**config.mk**
```make
export PLATFORM = sky130hd
export DESIGN_NAME = tsp_queue
export DESIGN_NICKNAME = d
export VERILOG_FILES = /design/src/rtl/tsp_pkg.sv /design/src/rtl/tsp_queue.sv
export SDC_FILE = /design/constraint.sdc
export NUM_CORES = 1
export LEC_CHECK = 0
export ABC_CLOCK_PERIOD_IN_PS = 3520
export BUFFER_PORTS_ARGS = -buffer_cell sky130_fd_sc_hd__buf_2
export CORE_UTILIZATION = 47
export DETAILED_ROUTE_END_ITERATION = 10
export PLACE_DENSITY_LB_ADDON = 0.25
export SYNTH_ARGS = -nofsm -noshare
export SYNTH_HDL_FRONTEND = slang
export SYNTH_SLANG_ARGS = --single-unit
```
**constraint.sdc**
```tcl
create_clock -name clk_i -period 3.52 [get_ports clk_i]
set_input_delay 0.88 -clock clk_i [delete_from_list [all_inputs] [get_ports clk_i]]
set_output_delay 0.88 -clock clk_i [all_outputs]
set_load 0.1 [all_outputs]
```
**src/rtl/tsp_pkg.sv**
```systemverilog
// Types, constants and helper functions shared by the timed sample pattern player.
`timescale 1ns / 1ps
`default_nettype none

package tsp_pkg;

  localparam int TABLE_DEPTH = 1024;
  localparam int TIME_BITS   = 32;
  localparam int ADDR_W      = $clog2(TABLE_DEPTH);
  localparam int CNT_W       = 11;
  localparam int INDEX_W     = 10;
  localparam int LEVEL_W     = 16;
  localparam int CFG_W       = 32;
  localparam int CFG_IDX_W   = 3;
  localparam int QUEUE_DEPTH = 2;
  localparam int QPTR_W      = $clog2(QUEUE_DEPTH);
  localparam int QCNT_W      = $clog2(QUEUE_DEPTH + 1);

  localparam logic [1:0] ACT_TICK    = 2'd0;
  localparam logic [1:0] ACT_LOAD    = 2'd1;
  localparam logic [1:0] ACT_START   = 2'd2;
  localparam logic [1:0] ACT_RESTART = 2'd3;

  localparam logic [CFG_IDX_W-1:0] REG_REPEAT_PERIOD = 3'd0;
  localparam logic [CFG_IDX_W-1:0] REG_START_OFFSET  = 3'd1;
  localparam logic [CFG_IDX_W-1:0] REG_DIGITAL_MODE  = 3'd2;
  localparam logic [CFG_IDX_W-1:0] REG_HIGH_LEVEL    = 3'd3;
  localparam logic [CFG_IDX_W-1:0] REG_INITIAL_LEVEL = 3'd4;
  localparam logic [CFG_IDX_W-1:0] REG_SAMPLE_COUNT  = 3'd5;

  typedef enum logic [1:0] {
    CMD_TICK,
    CMD_LOAD,
    CMD_PLAY,
    CMD_NOP
  } cmd_kind_e;

  typedef struct packed {
    logic [1:0]                action;
    logic [INDEX_W-1:0]        sample_index;
    logic [31:0]               sample_time;
    logic signed [LEVEL_W-1:0] sample_level;
    logic [31:0]               restart_base;
  } in_beat_t;

  typedef struct packed {
    logic signed [LEVEL_W-1:0] level;
    logic                      transition;
    logic                      active;
    logic                      wrapped;
  } out_beat_t;

  typedef struct packed {
    logic [31:0]               repeat_period;
    logic [31:0]               start_offset;
    logic                      digital_mode;
    logic signed [LEVEL_W-1:0] high_level;
    logic signed [LEVEL_W-1:0] initial_level;
    logic [CNT_W-1:0]          sample_count;
  } cfg_t;

  typedef struct packed {
    cmd_kind_e                 kind;
    logic [ADDR_W-1:0]         addr;
    logic [TIME_BITS-1:0]      value;
    logic signed [LEVEL_W-1:0] level;
  } cmd_t;

  typedef struct packed {
    logic                 we;
    logic [ADDR_W-1:0]    waddr;
    logic [TIME_BITS-1:0] wtime;
    logic [LEVEL_W-1:0]   wlevel;
    logic                 re;
    logic [ADDR_W-1:0]    time_raddr;
    logic [ADDR_W-1:0]    level_raddr;
  } ram_req_t;

  function automatic logic signed [LEVEL_W-1:0] map_level(
    input logic signed [LEVEL_W-1:0] v,
    input logic                      digital,
    input logic signed [LEVEL_W-1:0] high
  );
    if (digital) begin
      return (v > 0) ? high : '0;
    end
    return v;
  endfunction

  function automatic logic [CNT_W-1:0] eff_count(input logic [CNT_W-1:0] c);
    return (c > CNT_W'(TABLE_DEPTH)) ? CNT_W'(TABLE_DEPTH) : c;
  endfunction

endpackage

`default_nettype wire

```
**src/rtl/tsp_queue.sv**
```systemverilog
// Short command queue between the front end and the playback engine.
`timescale 1ns / 1ps
`default_nettype none

module tsp_queue import tsp_pkg::*; (
  input  wire logic clk_i,
  input  wire logic rst_ni,
  input  wire logic push_valid_i,
  input  wire cmd_t push_cmd_i,
  output logic      full_o,
  input  wire logic pop_i,
  output logic      valid_o,
  output cmd_t      cmd_o
);

  cmd_t              entry_q [QUEUE_DEPTH];
  logic [QPTR_W-1:0] wr_ptr_q, wr_ptr_d;
  logic [QPTR_W-1:0] rd_ptr_q, rd_ptr_d;
  logic [QCNT_W-1:0] count_q, count_d;
  logic              push;

  assign full_o  = (count_q == QCNT_W'(QUEUE_DEPTH));
  assign valid_o = (count_q != '0);
  assign cmd_o   = entry_q[rd_ptr_q];
  assign push    = push_valid_i && !full_o;

  always_comb begin
    wr_ptr_d = wr_ptr_q;
    rd_ptr_d = rd_ptr_q;
    count_d  = count_q;
    if (push) begin
      wr_ptr_d = (wr_ptr_q == QPTR_W'(QUEUE_DEPTH - 1)) ? '0 : wr_ptr_q + 1'b1;
    end
    if (pop_i) begin
      rd_ptr_d = (rd_ptr_q == QPTR_W'(QUEUE_DEPTH - 1)) ? '0 : rd_ptr_q + 1'b1;
    end
    if (push && !pop_i) begin
      count_d = count_q + 1'b1;
    end else if (pop_i && !push) begin
      count_d = count_q - 1'b1;
    end
  end

  always_ff @(posedge clk_i or negedge rst_ni) begin
    if (!rst_ni) begin
      wr_ptr_q <= '0;
      rd_ptr_q <= '0;
      count_q  <= '0;
    end else begin
      wr_ptr_q <= wr_ptr_d;
      rd_ptr_q <= rd_ptr_d;
      count_q  <= count_d;
    end
  end

  always_ff @(posedge clk_i) begin
    if (push) begin
      entry_q[wr_ptr_q] <= push_cmd_i;
    end
  end

endmodule

`default_nettype wire

```
==> results of run 1 <==
-- state kept, by name (all words and copies together) (netlist names) --
signal,cells
count_q,2
wr_ptr_q,1
rd_ptr_q,1
entry_q,120
-- cell usage after synthesis --
| cell type | n |
|---|---|
| edfxtp_1 | 120 |
| mux2_4 | 59 |
| buf_12 | 6 |
| dfrtp_1 | 4 |
| inv_1 | 3 |
| xor2_1 | 3 |
| nor2_1 | 2 |
| xnor2_1 | 2 |
| and3_1 | 1 |
| buf_6 | 1 |
| ha_1 | 1 |
| mux2_2 | 1 |
| nand2_1 | 1 |
| nand2b_1 | 1 |
| or2_2 | 1 |
-- per-layer routing --
metal  share of wire  routed length (um)
met4           0.012                  94
met5               0                   0
met3           0.065                 501
met1            0.41                3140
met2            0.51                3910
-- worst max-delay path: stages (launching register included) --
cell	delay, ps
dfrtp_4	900
buf_4	300
mux2_2	350
buf_2	290
-- through the flow --
stage                     cell area [um2]   util  cells  setup slack, ps  hold WS [ps]
final                                6080  0.617    493              294           177
after global routing                 6080  0.617    493              201           159
after CTS                            6080  0.617    493              234           150
after detailed placement             5560  0.563    461              787           484
after global placement               5560  0.563    461              809           481
after floorplan                      4830      -    206              565           456
-- kinds of logic after synthesis --
family,after synthesis,synth area share
fa+ha+maj,1,0.00259
buf+inv,10,0.0295
xor+xnor,5,0.00907
simple gates,6,0.00622
mux,60,0.186
flops,124,0.767
-- path summary, 6_finish.rpt --
check / startpoint / endpoint / slack [ps] / cells past startpoint
worst min register to register: count_q[1] / count_q[1] / 490 / 1
worst max-delay path: rd_ptr_q / cmd_o[37] / 290 / 3
worst min-delay path: rst_ni / count_q[1] / 180 / 1
max in group asynchronous: rst_ni / rd_ptr_q / 3200 / 1
min in group clk_i: count_q[1] / count_q[1] / 490 / 1
worst max register to register: count_q[0] / entry_q[1][29] / 1650 / 3
-- final cells by class --
class                           instances  area, um2
Fill cell                             729       3780
Inverter                                3       11.3
Timing Repair Buffer                  129        681
Clock inverter                         13        103
Multi-Input combinational cell         72        992
Clock buffer                           19        422
Sequential cell                       124       3710
Tap cell                              133        166
==> summary.txt, run 1 <==
Register area share after synthesis - 0.767
Row cnt - 36
Clk Latency, worst-skew pair - 500 ps
DP HPWL - 4.86 mm
Clock Path Buffers - 2
First-pass GRT wire length - 11.2 mm
First-pass DRT Iterations - 4
Unrepaired setup endpoints after global routing - no
Post-synth top area share - 0.746
DR vias - 2300
Post-Syn Area - 0.00483 mm2
Clock Skew - 6.22 ps
Synth Instances - 206
Tot GR Track Use - 0.150
Top Usage Layer GRT - met2
Initial antenna violation count - 0
Synth Net Count - 271
PortBufs - 125
CP endpoint kind - output port
Met2 Usage GRT - 0.242
Status - finished clean
Root buffer cell - clkbuf_8
Die area - 0.0107 mm2
Vias in the first global route - 2277
Clock-pin transition on the worst setup and hold timing paths - 60 ps
Die width - 103 um
DR iter-0 viols - 67
Post-Syn Area per Cell - 23.4 um2
Area contributors post-synth - edfxtp_1, mux2_4, buf_12
DR WL/cell - 15.5 um
DRC viols - 0
H-tree levels - 4
Netlist cell types - 15
CTS tree - yes
Worst min path class - in2async
# setup viols final - 0
Final Hold Fails - 0
Worst slew margin - 0.457
Final antenna-violating net count - 0
Setup TNS Final - 0 ps
Post-layout net count - 412
Setup bufs post-CTS - 0
Most frequent cells in the layout - buf_2, edfxtp_1, mux2_4
Sinks on Clock Net - 124
Synth warnings - 0
Largest net degree at the start of global routing - 61
Slew Limit Fails - 0
Routing usage on met3 - 0.0531
CTS Buf Count - 17
Global route overflow - 0
Crit Path Category - reg2out
Worst Tran Pin Value - 814 ps
Area leader, netlist - edfxtp_1
Final Critical Period - 3230 ps
Initial core utilization - 0.490
Hold Buf Count CTS - 0
RePlAce Congestion - 0.624
Vias/cell - 4.67
Layout cell share with drive strength beyond 1 - 0.617
FF+latch count, synth - 124
Worst-path fanout max - 38
Top-Level Pins - 126
Worst Path Arrival - 2350 ps
Commonest non-fill, non-tap cell in the layout - buf_2
PostCTS Resize Cnt - 0
Fmax - 310 MHz
Die Ht - 103 um
CP required - 2640 ps
Antenna fix cells - 0
Max-cap violations - 0
CP Launch Type - register
Global-route met1 utilization - 0.176
Core area - 0.00986 mm2
Routed WL - 7.65 mm
Synthesis-to-layout area growth - 25.9%
Final period util - 0.917
Power of run 1 is left out: the tool's default activity adds up to more than one toggle a clock period on the data nets, which glitch-free logic cannot reach.
==> run 2: changes to the inputs <==
- RECOVER_POWER: not set -> 50
==> run 2 against run 1 <==
Via count rose by 0.39%. Sequential cell count did not move. Routed wire length rose by 0.22%. Utilization fell by 0.32 points. Cell count did not move. Critical endpoint unchanged. First-iteration DRC count fell by 7.5%. Hold slack improved by 33 ps. Register-to-register slack got worse by 480 ps.
==> summary.txt, run 2 (synthesis results as in run 1) <==
Max-cap violations - 0 (unchanged)
RePlAce Congestion - 0.624 (unchanged)
Worst slew margin - 0.0352 (-0.422)
H-tree levels - 4 (unchanged)
Antenna fix cells - 0 (unchanged)
Clock Skew - 5.60 ps (-0.628 ps)
Max FFs per register - 120 (unchanged)
Worst min path class - in2async
Final Hold Fails - 0 (unchanged)
Sinks on Clock Net - 124 (unchanged)
Top-Level Pins - 126 (unchanged)
First-pass GRT wire length - 11.2 mm (unchanged)
Setup TNS Final - 0 ps (unchanged)
Row cnt - 36 (unchanged)
CP Launch Type - register
Die Ht - 103 um (unchanged)
Slew Limit Fails - 0 (unchanged)
DR vias - 2309 (+0.39%)
CP required - 2640 ps (about the same)
Initial antenna violation count - 0 (unchanged)
Setup slack at placement - 787 ps (unchanged)
CP peak stage delay - 900 ps (about the same)
Worst Path Arrival - 2350 ps (about the same)
Commonest non-fill, non-tap cell in the layout - edfxtp_1
Initial core utilization - 0.490 (unchanged)
First-pass DRT Iterations - 4 (unchanged)
Hold Buf Count CTS - 0 (unchanged)
Unrepaired setup endpoints after global routing - no
Post-layout net count - 412 (unchanged)
Final worst setup slack - 291 ps (-2.96 ps)
Tot GR Track Use - 0.150 (unchanged)
DR iter-0 viols - 62 (-7.5%)
Clock-pin transition on the worst setup and hold timing paths - 60 ps (about the same)
Worst-path fanout max - 38 (unchanged)
CP max stage cell - dfrtp_4
DP HPWL - 4.86 mm (unchanged)
Clk Latency, worst-skew pair - 500 ps (about the same)
Most frequent cells in the layout - edfxtp_1, buf_2, mux2_4
Vias/cell - 4.68 (+0.39%)
Global route overflow - 0 (unchanged)
Die area - 0.0107 mm2 (unchanged)
PortBufs - 125 (unchanged)
CTS Buf Count - 17 (unchanged)
Root buffer cell - clkbuf_8
Final period util - 0.917 (about the same)
PostCTS Resize Cnt - 0 (unchanged)
# setup viols final - 0 (unchanged)
Final Critical Period - 3230 ps (+2.96 ps)
Core area - 0.00986 mm2 (unchanged)
R2r setup slk - 1170 ps (-480 ps)
Layout cell share with drive strength beyond 1 - 0.547 (-0.0694)
CP endpoint kind - output port
DRC viols - 0 (unchanged)
Worst Tran Pin Value - 1450 ps (+633 ps)
Cell Chain, Critical Path - buf_4 -> mux2_2 -> buf_2
Die width - 103 um (unchanged)
Clock Path Buffers - 2 (unchanged)
Status - finished clean
DR WL/cell - 15.6 um (+0.22%)
Fmax - 310 MHz (about the same)
Vias in the first global route - 2277 (unchanged)
Largest net degree at the start of global routing - 61 (unchanged)
Setup bufs post-CTS - 0 (unchanged)
Final antenna-violating net count - 0 (unchanged)
Synthesis-to-layout area growth - 25.3%
Biggest register - entry_q
Biggest registers after layout - entry_q (120), count_q (2)
Routed WL - 7.67 mm (+0.22%)
Crit Path Category - reg2out
CTS tree - yes
==> run 2: path summary, 6_finish.rpt <==
kind | start | depth (start not counted) | endpoint
min reg2reg | count_q[1] | 1 | count_q[1]
max | rd_ptr_q | 3 | cmd_o[37]
min | rst_ni | 1 | count_q[1]
max in group asynchronous | rst_ni | 1 | rd_ptr_q
max reg2reg | count_q[0] | 3 | entry_q[1][29]
min in group clk_i | count_q[1] | 1 | count_q[1]
==> run 2: layout make-up <==
type | count | area [um2]
Inverter | 3 | 11.3
Multi-Input combinational cell | 72 | 991
Clock inverter | 13 | 103
Fill cell | 738 | 3810
Clock buffer | 19 | 422
Tap cell | 133 | 166
Sequential cell | 124 | 3710
Timing Repair Buffer | 129 | 651
==> run 2: routing by layer <==
metal,vias to the layer above,wire [um],GRT usage
li1,1092,-,-
met1,1122,3170,0.176
met2,85,3900,0.242
met3,10,499,0.0531
met4,0,94,0.0845
met5,-,0,0
==> run 2: through the flow <==
step                      utilization  cells  hold WS [ps]  instance area (um2)
after floorplan                     -    206           456                 4830
after global placement          0.563    461           481                 5560
after detailed placement        0.563    461           484                 5560
after CTS                       0.617    493           150                 6080
after global routing            0.613    493           211                 6050
final                           0.613    493           209                 6050
==> run 2: critical path: cells and delay by family (launching register included) <==
family | cells | cell delay, ps
flip-flops | 1 | 900
buffers and inverters | 2 | 590
multiplexers | 1 | 350
Power of run 2 is left out for the same reason.
