$ cat src/rtl/tsp_pkg.sv
// Types, constants and helper functions shared by the timed sample pattern player.
`timescale 1ns / 1ps
`default_nettype none

package tsp_pkg;

  localparam int TABLE_DEPTH = 1024;
  localparam int TIME_BITS   = 32;
  localparam int ADDR_W      = $clog2(TABLE_DEPTH);
  localparam int CNT_W       = 11;
  localparam int INDEX_W     = 10;
  localparam int LEVEL_W     = 16;
  localparam int CFG_W       = 32;
  localparam int CFG_IDX_W   = 3;
  localparam int QUEUE_DEPTH = 2;
  localparam int QPTR_W      = $clog2(QUEUE_DEPTH);
  localparam int QCNT_W      = $clog2(QUEUE_DEPTH + 1);

  localparam logic [1:0] ACT_TICK    = 2'd0;
  localparam logic [1:0] ACT_LOAD    = 2'd1;
  localparam logic [1:0] ACT_START   = 2'd2;
  localparam logic [1:0] ACT_RESTART = 2'd3;

  localparam logic [CFG_IDX_W-1:0] REG_REPEAT_PERIOD = 3'd0;
  localparam logic [CFG_IDX_W-1:0] REG_START_OFFSET  = 3'd1;
  localparam logic [CFG_IDX_W-1:0] REG_DIGITAL_MODE  = 3'd2;
  localparam logic [CFG_IDX_W-1:0] REG_HIGH_LEVEL    = 3'd3;
  localparam logic [CFG_IDX_W-1:0] REG_INITIAL_LEVEL = 3'd4;
  localparam logic [CFG_IDX_W-1:0] REG_SAMPLE_COUNT  = 3'd5;

  typedef enum logic [1:0] {
    CMD_TICK,
    CMD_LOAD,
    CMD_PLAY,
    CMD_NOP
  } cmd_kind_e;

  typedef struct packed {
    logic [1:0]                action;
    logic [INDEX_W-1:0]        sample_index;
    logic [31:0]               sample_time;
    logic signed [LEVEL_W-1:0] sample_level;
    logic [31:0]               restart_base;
  } in_beat_t;

  typedef struct packed {
    logic signed [LEVEL_W-1:0] level;
    logic                      transition;
    logic                      active;
    logic                      wrapped;
  } out_beat_t;

  typedef struct packed {
    logic [31:0]               repeat_period;
    logic [31:0]               start_offset;
    logic                      digital_mode;
    logic signed [LEVEL_W-1:0] high_level;
    logic signed [LEVEL_W-1:0] initial_level;
    logic [CNT_W-1:0]          sample_count;
  } cfg_t;

  typedef struct packed {
    cmd_kind_e                 kind;
    logic [ADDR_W-1:0]         addr;
    logic [TIME_BITS-1:0]      value;
    logic signed [LEVEL_W-1:0] level;
  } cmd_t;

  typedef struct packed {
    logic                 we;
    logic [ADDR_W-1:0]    waddr;
    logic [TIME_BITS-1:0] wtime;
    logic [LEVEL_W-1:0]   wlevel;
    logic                 re;
    logic [ADDR_W-1:0]    time_raddr;
    logic [ADDR_W-1:0]    level_raddr;
  } ram_req_t;

  function automatic logic signed [LEVEL_W-1:0] map_level(
    input logic signed [LEVEL_W-1:0] v,
    input logic                      digital,
    input logic signed [LEVEL_W-1:0] high
  );
    if (digital) begin
      return (v > 0) ? high : '0;
    end
    return v;
  endfunction

  function automatic logic [CNT_W-1:0] eff_count(input logic [CNT_W-1:0] c);
    return (c > CNT_W'(TABLE_DEPTH)) ? CNT_W'(TABLE_DEPTH) : c;
  endfunction

endpackage

`default_nettype wire

$ cat src/rtl/tsp_front.sv
// Front end: takes input beats and classifies them into player commands.
`timescale 1ns / 1ps
`default_nettype none

module tsp_front import tsp_pkg::*; (
  input  wire logic             in_valid_i,
  input  wire in_beat_t         in_beat_i,
  output logic                  in_stall_o,
  input  wire cfg_t             cfg_i,
  input  wire logic [CNT_W-1:0] cnt_i,
  input  wire logic             q_full_i,
  output logic                  push_valid_o,
  output cmd_t                  push_cmd_o
);

  always_comb begin
    push_cmd_o.addr  = in_beat_i.sample_index[ADDR_W-1:0];
    push_cmd_o.level = in_beat_i.sample_level;
    push_cmd_o.value = in_beat_i.sample_time;
    push_cmd_o.kind  = CMD_NOP;
    unique case (in_beat_i.action)
      ACT_TICK: begin
        push_cmd_o.kind = CMD_TICK;
      end
      ACT_LOAD: begin
        if (CNT_W'(in_beat_i.sample_index) < CNT_W'(TABLE_DEPTH)) begin
          push_cmd_o.kind = CMD_LOAD;
        end
      end
      ACT_START: begin
        push_cmd_o.value = cfg_i.start_offset;
        if (cnt_i != '0) begin
          push_cmd_o.kind = CMD_PLAY;
        end
      end
      ACT_RESTART: begin
        push_cmd_o.value = in_beat_i.restart_base;
        if (cnt_i != '0) begin
          push_cmd_o.kind = CMD_PLAY;
        end
      end
      default: begin
        push_cmd_o.kind = CMD_NOP;
      end
    endcase
  end

  assign push_valid_o = in_valid_i;
  assign in_stall_o   = q_full_i;

endmodule

`default_nettype wire

$ cat config.mk
export PLATFORM = sky130hd
export DESIGN_NAME = tsp_front
export DESIGN_NICKNAME = d
export VERILOG_FILES = /design/src/rtl/tsp_pkg.sv /design/src/rtl/tsp_front.sv
export SDC_FILE = /design/constraint.sdc
export NUM_CORES = 1
export LEC_CHECK = 0
export ABC_AREA = 1
export BUFFER_PORTS_ARGS = -buffer_cell sky130_fd_sc_hd__buf_2
export CAP_MARGIN = 30
export CORE_AREA = 2 2 107 109
export DETAILED_ROUTE_END_ITERATION = 10
export DIE_AREA = 0 0 109 111
export PLACE_DENSITY = 0.54
export SKIP_LAST_GASP = 1
export SLEW_MARGIN = 20
export SYNTH_ARGS = -nofsm -noshare
export SYNTH_HDL_FRONTEND = slang
export SYNTH_SLANG_ARGS = --single-unit
$ cat constraint.sdc
create_clock -name vclk -period 1.4
set_input_delay 0.21 -clock vclk [all_inputs]
set_output_delay 0.21 -clock vclk [all_outputs]
set_load 0.005 [all_outputs]
==> metrics.csv, run 1 <==
stage,metric,value,unit
routing,drt_wl_total,4520,um
timing,rsz0062_at_grt,false,
floorplan,io_pins,275,
timing,max_slew.worst_pin.slew,0.207,ns
global_routing,grt_pass1_wl,6590,um
setup_path,crit_type,input pin to primary output,
routing,vias,1477,
min_path,hp-start,in_beat_i[42],
layout,syn_to_final_growth,78.9,%
place,post-place-ws,0.144,ns
place,place_congestion,0.713,
synthesis,yosys_warnings,0,
timing,fin_crit,1.23,ns
timing,fin_crit_sh,87.7,%
setup_path,crit_fanout,9,
power_and_ir_drop,p_seq_share,0,%
layout,mostFrequentLayoutCells,"buf_2 (143), nand2_1 (102), nand3_1 (32)",
floorplan,coreArea,0.0111,mm^2
run_status,status,"finished, final reports clean",
setup_path,cp_slowest_cell,buf_4,
layout,seq_cells,0,
layout,final_area,0.00157,mm^2
synthesis,postSynthCellCount,183,
global_routing,antenna_found_initial,0,
power_and_ir_drop,p_int,236,uW
timing,finalSetupViolCount,0,
timing,fmax,815,MHz
min_path,hold_path_depth,0,
layout,antennaDiodeCount,0,
floorplan,num_rows,39,
synthesis,avgSynthCellArea,4.81,um^2
min_path,hold_class,input pin to primary output,
routing,ant_nets,0,
timing,hold-worst-slack,0.420,ns
power_and_ir_drop,powerDensity,273,mW/mm^2
power_and_ir_drop,switchingPower,194,uW
floorplan,die_area,0.0121,mm^2
routing,drt_iter0_drc,20,
floorplan,die_w,109,um
setup_path,path_common_cell,buf_2,
setup_path,cp-start-kind,input pin,
layout,fin_nets,511,
floorplan,die_h,111,um
synthesis,synth_nets,396,
setup_path,cp.arrival,1.02,ns
routing,drc_errors,0,
setup_path,crit_chain,buf_2 > inv_2 > nor2_4 > buf_4 > nand2_1 > nand3_1 > buf_2,
global_routing,grt_max_degree,19,
layout,num-clock-buffers,0,
synthesis,synth-seq-area-share,0,%
clocking,post_cts_buffers,0,
layout,drive_gt1_share,52.0,%
setup_path,crit_start,in_beat_i[91],
power_and_ir_drop,power,430,uW
timing,relSlewSlack,86.2,%
place,placed_area,0.00157,mm^2
global_routing,track_usage,6.84,%
layout,final_util,14.2,%
timing,final_max_slew_viol_count,0,
power_and_ir_drop,comb_power_share,100.0,%
setup_path,cp.required,1.19,ns
synthesis,synth.distinct_cells,10,
min_path,holdPathEnd,push_cmd_o[10],
power_and_ir_drop,leakagePower,0.935,nW
global_routing,grt_pass1_vias,1387,
clocking,ctsResizeCount,0,
synthesis,synth_area,880,um^2
setup_path,crit_path_max_incr_delay,0.21,ns
timing,layout_setup_ws,0.173,ns
setup_path,end_kind,primary output,
routing,drt_pre_antenna_iters,4,
layout,final_common_cell,buf_2,
timing,hold_violations,0,
clocking,cts_hold_buffers,0,
routing,wl_per_cell,10.3,um
layout,ff_latch_area,0,um^2
place,port_buffers,143,
place,placed_cells,439,
power_and_ir_drop,p_clk_share,0,%
layout,stdcell_count,439,
timing,setup_tns,0,ns
power_and_ir_drop,max-vdd-ir-drop,0.0651,mV
power_and_ir_drop,netSwitchingFraction,45.1,%
place,hpwl,4100,um
job,drv_cap,0,
floorplan,initial_core_util,7.94,%
global_routing,overflow,0,
routing,vias_per_cell,3.36,
[cell families after synthesis]
group	synth area share [%]
simple gates	66.7
buf+inv	33.3
[layout make-up]
| class | count | area (um^2) |
|---|---|---|
| fill | 1336 | 9500 |
| inverter | 2 | 7.51 |
| multi-input combinational | 143 | 587 |
| tap | 143 | 179 |
| timing repair buffer | 151 | 801 |
[worst max-delay path: cells and delay by family]
| kind | cells | cell delay, ns |
|---|---|---|
| buffers and inverters | 4 | 0.50 |
| AND/OR/NAND/NOR | 3 | 0.32 |
[power groups by stage]
stage	Sequential [mW]	Combinational, mW	Clock [mW]
3_3_place_gp	0	0.440	0
5_1_grt	0	0.490	0
3_5_place_dp	0	0.440	0
2_1_floorplan	0	0.228	0
4_1_cts	0	0.441	0
6_report	0	0.430	0
[layer usage]
| layer | up-vias | wire length [um] | part of all wire, % | GRT usage (%) |
|---|---|---|---|---|
| met4 | 0 | 134 | 3.0 | 1.97 |
| met1 | 586 | 1590 | 35 | 6.68 |
| met2 | 106 | 2110 | 47 | 12.9 |
| li1 | 767 | - | - | - |
| met5 | - | 0 | 0 | 0 |
| met3 | 18 | 689 | 15 | 2.76 |
[cell usage after synthesis]
cell / number / area, um^2
nand2_1: 102 / 383
nand3_1: 32 / 160
buf_4: 31 / 233
nor2_1: 7 / 26.3
buf_2: 3 / 15.0
buf_6: 3 / 33.8
inv_2: 2 / 7.51
and2_1: 1 / 6.26
clkbuf_1: 1 / 3.75
nor2_4: 1 / 11.3
[worst max-delay path by stage]
stage                                end  cells past startpoint
after global routing      push_cmd_o[38]                      7
final                     push_cmd_o[38]                      7
after CTS                 push_cmd_o[38]                      7
after global placement    push_cmd_o[43]                      6
after floorplan           push_cmd_o[16]                      5
after detailed placement  push_cmd_o[38]                      7
(Power assumes the default switching activity.)
==> run 2, diff against run 1 <==
- MAX_ROUTING_LAYER: default -> met4
==> run 2 against run 1 <==
  * Global-route usage rose by 0.18 points
  * Worst setup slack gained 0.013 ns
  * First-iteration DRC count rose by 20%
  * Critical path type unchanged
  * Largest cell class unchanged
  * Highest routed layer unchanged
==> metrics.csv, run 2 (synthesis results as in run 1) <==
stage,metric,value,unit,change
timing,fin_crit,1.21,ns,-0.0131 ns
layout,syn_to_final_growth,78.9,%,unchanged
floorplan,initial_core_util,7.94,%,unchanged
min_path,holdPathEnd,push_cmd_o[10],,
timing,hold_violations,0,,unchanged
layout,drive_gt1_share,52.0,%,unchanged
timing,setup_tns,0,ns,unchanged
layout,num-clock-buffers,0,,unchanged
setup_path,crit_chain,buf_2 > inv_2 > buf_4 > nand2_1 > nand3_1 > buf_2,,
setup_path,end_kind,primary output,,
layout,ff_latch_area,0,um^2,unchanged
floorplan,die_w,109,um,unchanged
power_and_ir_drop,leakagePower,0.935,nW,unchanged
global_routing,antenna_found_initial,0,,unchanged
layout,final_common_cell,buf_2,,
global_routing,grt_pass1_wl,6590,um,unchanged
layout,fin_nets,511,,unchanged
global_routing,overflow,0,,unchanged
power_and_ir_drop,max-vdd-ir-drop,0.0649,mV,-0.29%
setup_path,cp.arrival,1.00,ns,-0.02 ns
min_path,hp-start,in_beat_i[42],,
floorplan,num_rows,39,,unchanged
timing,relSlewSlack,86.1,%,-0.14 points
routing,vias_per_cell,3.37,,+0.27%
floorplan,die_area,0.0121,mm^2,unchanged
floorplan,coreArea,0.0111,mm^2,unchanged
min_path,hold_class,input pin to primary output,,
layout,fillers,1336,,unchanged
floorplan,die_h,111,um,unchanged
floorplan,io_pins,275,,unchanged
layout,seq_cells,0,,unchanged
setup_path,crit_fanout,18,,+9
routing,drt_wl_total,4520,um,-0.11%
routing,drt_pre_antenna_iters,4,,unchanged
layout,antennaDiodeCount,0,,unchanged
routing,wl_per_cell,10.3,um,-0.11%
setup_path,crit_family,buffers and inverters,,
place,port_buffers,143,,unchanged
layout,stdcell_count,439,,unchanged
timing,hold-worst-slack,0.420,ns,unchanged
place,place_congestion,0.721,,+1.1%
global_routing,grt_max_degree,19,,unchanged
setup_path,cp.required,1.19,ns,about the same
place,hpwl,4100,um,unchanged
setup_path,cp-start-kind,input pin,,
global_routing,track_usage,7.01,%,+0.18 points
place,post-place-ws,0.144,ns,unchanged
routing,drt_iter0_drc,24,,+20%
timing,fin_crit_sh,86.7,%,-0.94 points
timing,rsz0062_at_grt,false,,
setup_path,crit_path_max_incr_delay,0.25,ns,+0.04 ns
routing,vias,1481,,+0.27%
layout,final_util,14.2,%,unchanged
routing,ant_nets,0,,unchanged
min_path,hold_path_depth,0,,unchanged
clocking,cts_hold_buffers,0,,unchanged
timing,layout_setup_ws,0.186,ns,+0.0131 ns
clocking,ctsResizeCount,0,,unchanged
run_status,status,"finished, final reports clean",,
setup_path,cp_slowest_cell,buf_4,,
setup_path,path_common_cell,buf_2,,
timing,finalSetupViolCount,0,,unchanged
job,drv_cap,0,,unchanged
global_routing,grt_pass1_vias,1387,,unchanged
layout,mostFrequentLayoutCells,"buf_2 (143), nand2_1 (102), nand3_1 (32)",,
setup_path,crit_type,input pin to primary output,,
timing,fmax,823,MHz,+1.1%
place,placed_cells,439,,unchanged
timing,final_max_slew_viol_count,0,,unchanged
routing,drc_errors,0,,unchanged
setup_path,cp_num_buf_inv,4,,unchanged
timing,max_slew.worst_pin.slew,0.209,ns,+0.00204 ns
power_and_ir_drop,powerDensity,273,mW/mm^2,about the same
clocking,post_cts_buffers,0,,unchanged
[run 2: layout make-up]
class,instances,area (um^2),share of cell area (%)
tap,143,179,11.4
multi-input combinational,143,587,37.3
timing repair buffer,151,801,50.9
inverter,2,7.51,0.477
[run 2: worst max path at each step]
stage	from	cells past startpoint	end
final	in_beat_i[91]	6	push_cmd_o[43]
after detailed placement	in_beat_i[91]	7	push_cmd_o[38]
after global placement	in_beat_i[91]	6	push_cmd_o[43]
after CTS	in_beat_i[91]	7	push_cmd_o[38]
after global routing	in_beat_i[91]	7	push_cmd_o[38]
after floorplan	in_beat_i[91]	5	push_cmd_o[16]
[run 2: layer usage]
metal | track usage (%) | wire [um] | up-vias | share of wire [%]
met1 | 6.75 | 1610 | 592 | 36
met4 | 1.97 | 134 | 0 | 3.0
met3 | 2.59 | 661 | 18 | 15
met2 | 12.9 | 2120 | 104 | 47
li1 | - | - | 767 | -
met5 | - | 0 | - | 0
[run 2: metrics by stage]
stage	total power [mW]	instance area, um^2
final	0.429	1570
after floorplan	0.228	880
after CTS	0.441	1570
after global routing	0.490	1570
after global placement	0.440	1570
after detailed placement	0.440	1570
[run 2: report_power, final]
| group | internal (mW) | switching (mW) |
|---|---|---|
| sequential | 0 | 0 |
| combinational | 0.236 | 0.193 |
| clock | 0 | 0 |
